===== src/design/sst_pkg.sv =====
package sst_pkg;

    typedef enum logic [2:0] {
        CMD_NOTE    = 3'd0,
        CMD_CONFIRM = 3'd1,
        CMD_MARK    = 3'd2,
        CMD_CHECK   = 3'd3,
        CMD_QUERY   = 3'd4,
        CMD_EXPIRE  = 3'd5
    } t_cmd;

    typedef enum logic [3:0] {
        ST_IDLE,
        ST_SEARCH,
        ST_DISPATCH,
        ST_DERIVE,
        ST_COPY,
        ST_STREAM,
        ST_EXPIRE,
        ST_RESULT
    } t_state;

    localparam logic [1:0] PH_INIT  = 2'd0;
    localparam logic [1:0] PH_PLAIN = 2'd1;
    localparam logic [1:0] PH_DICT  = 2'd2;
    localparam logic [1:0] PH_SECURE = 2'd3;

    localparam logic [1:0] TV_ACCEPT = 2'd0;
    localparam logic [1:0] TV_REPLAY = 2'd1;
    localparam logic [1:0] TV_ORDER  = 2'd2;

    localparam logic [31:0] LCG_MUL = 32'd1664525;
    localparam logic [31:0] LCG_ADD = 32'd1013904223;
    localparam logic [31:0] EXPIRE_DEFAULT = 32'd86400;

    typedef struct packed {
        logic [2:0]  cmd;
        logic [31:0] session_id;
        logic [63:0] message_ts;
        logic [63:0] now_ts;
    } t_req;

    typedef struct packed {
        logic       status;
        logic [1:0] ts_verdict;
        logic       should_encrypt;
        logic       channel_confirmed;
        logic [1:0] session_state;
        logic       key_valid;
        logic [7:0] key_byte;
        logic       last;
    } t_rsp;

    // Controller to datapath.
    typedef struct packed {
        logic load;
        logic scan_start;
        logic scan_step;
        logic claim;
        logic derive_init;
        logic derive_step;
        logic copy_step;
        logic stream_step;
        logic expire_step;
        logic apply;
        logic out_load;
        logic out_key;
        logic ctr_clr;
    } t_cmd_bus;

    // Datapath to controller.
    typedef struct packed {
        logic scan_done;
        logic hit;
        logic has_free;
        logic pend_set;
        logic key_set;
        logic ctr_last;
        logic rdata_ok;
    } t_sts_bus;

endpackage


===== src/design/sst_ctrl.sv =====
module sst_ctrl (
    input  logic              i_clk,
    input  logic              i_rst_n,
    input  logic              i_req_valid,
    output logic              o_req_ready,
    input  logic              i_rsp_busy,
    input  logic [2:0]        i_cmd,
    input  sst_pkg::t_sts_bus i_sts,
    output sst_pkg::t_cmd_bus o_cmd
);

    sst_pkg::t_state r_state, n_state;

    always_ff @(posedge i_clk) begin
        if (!i_rst_n) begin
            r_state <= sst_pkg::ST_IDLE;
        end else begin
            r_state <= n_state;
        end
    end

    always_comb begin
        n_state     = r_state;
        o_cmd       = '0;
        o_req_ready = 1'b0;
        case (r_state)
            sst_pkg::ST_IDLE: begin
                o_req_ready = 1'b1;
                if (i_req_valid) begin
                    o_cmd.load       = 1'b1;
                    o_cmd.scan_start = 1'b1;
                    n_state          = sst_pkg::ST_SEARCH;
                end
            end
            sst_pkg::ST_SEARCH: begin
                o_cmd.scan_step = 1'b1;
                if (i_sts.scan_done) begin
                    n_state = sst_pkg::ST_DISPATCH;
                end
            end
            sst_pkg::ST_DISPATCH: begin
                o_cmd.ctr_clr = 1'b1;
                if (i_cmd <= 3'(sst_pkg::CMD_CHECK)) begin
                    if (!i_sts.hit && !i_sts.has_free) begin
                        n_state = sst_pkg::ST_RESULT;
                    end else begin
                        o_cmd.claim = !i_sts.hit;
                        if (i_cmd == 3'(sst_pkg::CMD_NOTE) ||
                            (i_cmd == 3'(sst_pkg::CMD_CONFIRM) &&
                             !(i_sts.hit && i_sts.pend_set))) begin
                            o_cmd.derive_init = 1'b1;
                            n_state = sst_pkg::ST_DERIVE;
                        end else if (i_cmd == 3'(sst_pkg::CMD_CONFIRM)) begin
                            n_state = sst_pkg::ST_COPY;
                        end else begin
                            n_state = sst_pkg::ST_RESULT;
                        end
                    end
                end else if (i_cmd == 3'(sst_pkg::CMD_QUERY)) begin
                    if (i_sts.hit && i_sts.key_set) begin
                        n_state = sst_pkg::ST_STREAM;
                    end else begin
                        n_state = sst_pkg::ST_RESULT;
                    end
                end else if (i_cmd == 3'(sst_pkg::CMD_EXPIRE)) begin
                    n_state = sst_pkg::ST_EXPIRE;
                end else begin
                    n_state = sst_pkg::ST_RESULT;
                end
            end
            sst_pkg::ST_DERIVE: begin
                o_cmd.derive_step = 1'b1;
                if (i_sts.ctr_last) begin
                    o_cmd.ctr_clr = 1'b1;
                    n_state = (i_cmd == 3'(sst_pkg::CMD_CONFIRM)) ?
                              sst_pkg::ST_COPY : sst_pkg::ST_RESULT;
                end
            end
            sst_pkg::ST_COPY: begin
                o_cmd.copy_step = 1'b1;
                if (i_sts.ctr_last && i_sts.rdata_ok) begin
                    n_state = sst_pkg::ST_RESULT;
                end
            end
            sst_pkg::ST_STREAM: begin
                if (!i_rsp_busy) begin
                    o_cmd.stream_step = 1'b1;
                    if (i_sts.rdata_ok) begin
                        o_cmd.out_key = 1'b1;
                        if (i_sts.ctr_last) begin
                            n_state = sst_pkg::ST_IDLE;
                        end
                    end
                end
            end
            sst_pkg::ST_EXPIRE: begin
                o_cmd.expire_step = 1'b1;
                if (i_sts.ctr_last) begin
                    n_state = sst_pkg::ST_RESULT;
                end
            end
            sst_pkg::ST_RESULT: begin
                if (!i_rsp_busy) begin
                    o_cmd.apply    = 1'b1;
                    o_cmd.out_load = 1'b1;
                    n_state        = sst_pkg::ST_IDLE;
                end
            end
            default: n_state = sst_pkg::ST_IDLE;
        endcase
    end

endmodule


===== config.mk =====
export PLATFORM = sky130hd
export DESIGN_NAME = sst_ctrl
export DESIGN_NICKNAME = d
export VERILOG_FILES = /design/src/design/sst_pkg.sv /design/src/design/sst_ctrl.sv
export SDC_FILE = /design/constraint.sdc
export NUM_CORES = 1
export LEC_CHECK = 0
export BUFFER_PORTS_ARGS = -buffer_cell sky130_fd_sc_hd__buf_2
export CORE_AREA = 2 2 39 41
export CTS_CLUSTER_SIZE = 10
export DETAILED_ROUTE_END_ITERATION = 6
export DIE_AREA = 0 0 41 43
export HOLD_SLACK_MARGIN = 0.12
export PLACE_DENSITY = 0.71
export SYNTH_ARGS = -nofsm -noshare
export SYNTH_HDL_FRONTEND = slang
export SYNTH_SLANG_ARGS = --single-unit

===== constraint.sdc =====
create_clock -name i_clk -period 3.7 [get_ports i_clk]
set_input_delay 0.925 -clock i_clk [delete_from_list [all_inputs] [get_ports i_clk]]
set_output_delay 0.925 -clock i_clk [all_outputs]
set_load 0.1 [all_outputs]

# After elaboration in Yosys (flattened, before gate mapping)
# Index checks and enable logic that the tools add are counted.
[word_totals]
elab_cells = 70
ff_bits = 4
output_inout_bits = 14
[classes]
n_reduce_logical = 12
order_cmp = 1
n_eq_ne = 19
mux = 37
[ops]
columns = ["operator", "count"]
rows = [
  ["two-way mux 4 bit", 11],
  ["case mux 4 bit (8 select lines)", 1],
  ["two-way mux 2 bit", 9],
  ["inequality test 2 bit (second input constant)", 9],
  ["== test 4 x 3 -> 1 bit (second input constant)", 4],
  ["two-way mux 1 bit", 13],
  ["AND reduction 9 bit", 1],
  ["== test 4 x 2 -> 1 bit (second input constant)", 2],
  ["== test 3 bit (second input constant)", 2],
  ["two-way mux 3 bit", 2],
  ["logical AND 1 bit", 5],
  ["== test 4 x 1 -> 1 bit (second input constant)", 1],
  ["zero test 4 bit", 1],
  ["== test 3 x 1 -> 1 bit (second input constant)", 1],
  ["less-or-equal comparator 3 x 2 -> 1 bit (second input constant)", 1],
  ["zero test 1 bit", 3],
  ["zero test 3 bit", 1],
  ["case mux 1 bit (2 select lines)", 1],
  ["logical OR 1 bit", 1],
]

# Depth between registers and ports, before layout
[logic_depth]
word_depth = 8
ltp_mapped = 5

# Least setup slack after synthesis
# No wires, ideal clock.
[synth_path]
path_type = "input to output"
from = "input port i_sts[5] in the netlist's numbering"
to = "output port o_cmd[9] in the netlist's numbering"
t_required_ns = 2.775
path_stages = 1
setup_slack_ns = -1.301
n_path_buf = 0
arrival_ns = 4.076
path_cell_list = "nor4b_1"
[synth_via]
elab_chain_cells = 5
[synth_lines]
columns = ["element", "line", "rtl"]
rows = [
  ["start, declared", "sst_ctrl.sv:8", "input sst_pkg::t_sts_bus i_sts,"],
  ["zero test 1 bit *", "sst_ctrl.sv:44, sst_ctrl.sv:47", ""],
  ["logical AND 1 bit", "sst_ctrl.sv:44", "if (!i_sts.hit && !i_sts.has_free) begin"],
  ["two-way mux 2 bit *", "sst_ctrl.sv:44", ""],
  ["two-way mux 2 bit *", "sst_ctrl.sv:43", "if (i_cmd <= 3'(sst_pkg::CMD_CHECK)) begin"],
  ["two-way mux 2 bit *", "sst_ctrl.sv:26", "case (r_state)"],
  ["end, declared", "sst_ctrl.sv:9", "output sst_pkg::t_cmd_bus o_cmd"],
]
# Mark *: on every way between the ends. The rest lies on a longest branch, timed or not.

==> results.json <==
{
  "htree_num_levels": 1,
  "regMostFlops": "r_state",
  "max_freq_mhz": 346,
  "first_global_vias": 480,
  "grtUsageMet2_pct": 22.2,
  "drv_cap": 0,
  "internal-power_mw": 0.171,
  "grt_pass1_wl_um": 1790,
  "critPathLaunch": "i_sts[5]",
  "max-slew-margin-rel_pct": 63.4,
  "grt_max_degree": 15,
  "synth_top_area_share_pct": 15.7,
  "rsz0062_at_grt": "no",
  "critPathLaunchType": "primary input",
  "period_minus_slack_ns": 2.89,
  "clock_skew_ns": 0.00168,
  "grt-ovfl-total": 0,
  "cts_resized": 0,
  "largest_reg_flops": 3,
  "cts_root_buffer": "clkbuf_4",
  "clkLatencyLatePin_ns": 0.23,
  "rows": 14,
  "ys_warn_count": 0,
  "fp.dieArea_mm2": 0.00176,
  "die_y_um": 43,
  "seq_area_frac_synth_pct": 15.7,
  "power.density_mw_per_mm2": 923,
  "routedWlPerCell_um": 11.3,
  "synth_area_leaders": "dfxtp_1 (16%), nor3_1 (6.5%), a2111o_1 (5.9%)",
  "cp_num_buf_inv": 2,
  "cp_common_cell": "buf_2",
  "cts_hold_buf": 0,
  "first_iter_violations": 9,
  "crit_chain": "buf_2 > nand3_1 > o21ai_0 > nor4_4 > buf_2",
  "max_stage_delay_ns": 0.46,
  "syn_area_um2": 383,
  "path_clk_slew_ns": 0.04,
  "switching_share_pct": 68.2,
  "fin_hold_ws_ns": 0.678,
  "cp.arrival_ns": 1.97,
  "required_ns": 2.77,
  "crit_path_end_kind": "primary output",
  "num_antenna_cells": 0,
  "viasPerCell": 5.27,
  "ys_top_cells_by_count": "inv_1 (5), nor3_1 (5), a21oi_1 (4)",
  "outcome": "completed",
  "core_area_mm2": 0.00138,
  "crit_type": "primary input to primary output",
  "die_w_um": 41,
  "port_buffers": 27,
  "synth_edf_count": 0,
  "hold_violations": 0,
  "tightest_slew_ns": 0.549,
  "ir_drop_uv": 345,
  "drc_errors": 0,
  "met1_usage_pct": 17.2,
  "cts_buffers": 3,
  "synthArstFlopShare_pct": 0,
  "grt_use_total_pct": 14.8,
  "gp_congestion": 0.868,
  "cts_sinks": 3,
  "drt_first_pass_iters": 4,
  "power.leakage_nw": 0.276,
  "netlist_instances": 55,
  "grtUsageMet3_pct": 4.71,
  "critical-path-top-delay-family": "buffers and inverters",
  "clockBufferDepth": 2,
  "avgSynthCellArea_um2": 6.96,
  "power_frac_seq_pct": 15.5,
  "synth_seq_cells": 3,
  "synth-main-ff-cell": "dfxtp_1",
  "top_regs": "r_state x3",
  "slowest_stage": "buf_2",
  "synth_nets": 69,
  "synth_top_area_cell": "dfxtp_1",
  "ys_types": 28,
  "area_delta_synth_final_pct": 52.3,
  "nets": 96,
  "antenna_found_initial": 0,
  "total_power_mw": 0.538,
  "postRouteAntennaNets": 0,
  "setup_viol": 0,
  "period_share_pct": 78.1,
  "vias": 511,
  "holdCritPathClass": "flip-flop to flip-flop",
  "p_sw_mw": 0.367,
  "cp_max_fo": 6,
  "num_io_pins": 28,
  "worstHoldStart": "r_state[2]$_SDFFE_PN0P_",
  "reg2reg_from": "r_state[1]$_SDFFE_PN0P_",
  "cts_setup_buffers": 0,
  "comb_power_share_pct": 73.8,
  "tritoncts": "built",
  "drive_gt1_share_pct": 44.4,
  "finalSetupTns_ns": 0,
  "drt-total-wl_um": 1090,
  "slew_viol_final": 0,
  "initial_utilization_pct": 27.7,
  "p_clk_share_pct": 10.7,
  "grt_busiest_layer": "met2"
}
final cells by class:
cell class	count	area (µm²)
flip-flops and latches	3	60.1
inverters	5	18.8
multi-input cells	42	323
repair buffers	27	135
well taps	16	20.0
fillers	152	801
clock buffers	4	26.3
kinds of logic (layout without fill, tap and decap cells):
logic type,Yosys count,in the layout,synth area share [%]
muxes,1,1,2.61
AOI/OAI and AO/OA,15,15,29.1
buffers and inverters,10,36,12.7
and+or+nand+nor,26,26,39.9
DFF,3,3,15.7
layout by cell type, fill, tap and decap left out, drive strengths merged:
master,count
nor3,5
a2111o,2
inv,5
mux2i,1
clkbuf,4
o21ai,1
nand3b,1
a211o,1
buf,27
nor4b,1
nor4,1
nor2,3
dfxtp,3
or4bb,1
a21oi,5
a311oi,1
nor3b,1
nand2,3
a31oi,1
nor4bb,1
and2,2
o41ai,1
nand2b,2
a211oi,2
o21a,1
and3,3
nand3,2
tightest hold or removal path, cell delays in order (launching register included):
cell and delay (ns):
dfxtp_1 0.39, inv_1 0.15, a211oi_1 0.08
stage by stage:
step	worst slack, ns	utilization, %	std cells	instance area (µm²)
2_1_floorplan	0.00764	-	55	432
6_report	0.809	42.1	97	583
3_5_place_dp	0.805	40.2	93	557
5_1_grt	0.717	42.1	97	583
3_3_place_gp	0.827	40.2	93	557
4_1_cts	0.805	42.1	97	583
worst paths after layout:
kind                                  end  slack, ns  depth (start not counted)
setup reg to reg  r_state[1]$_SDFFE_PN0P_       1.90                          4
hold / removal    r_state[2]$_SDFFE_PN0P_       0.68                          2
hold reg to reg   r_state[2]$_SDFFE_PN0P_       0.68                          2
setup / recovery                 o_cmd[8]       0.81                          5
power by group through the flow:
stage	registers [mW]	clock network (mW)	logic [mW]
2_1_floorplan	0.0538	0	0.379
3_3_place_gp	0.0845	0	0.396
3_5_place_dp	0.0838	0	0.397
4_1_cts	0.0833	0.0606	0.398
5_1_grt	0.0888	0.0666	0.419
6_report	0.0832	0.0577	0.397
routing by layer:
| layer | wire [µm] | up-vias |
|---|---|---|
| met2 | 549 | 19 |
| met5 | 0 | - |
| met1 | 464 | 234 |
| met3 | 79 | 0 |
| met4 | 0 | 0 |
| li1 | - | 258 |
Note: power is estimated with default switching activity, not from simulation.
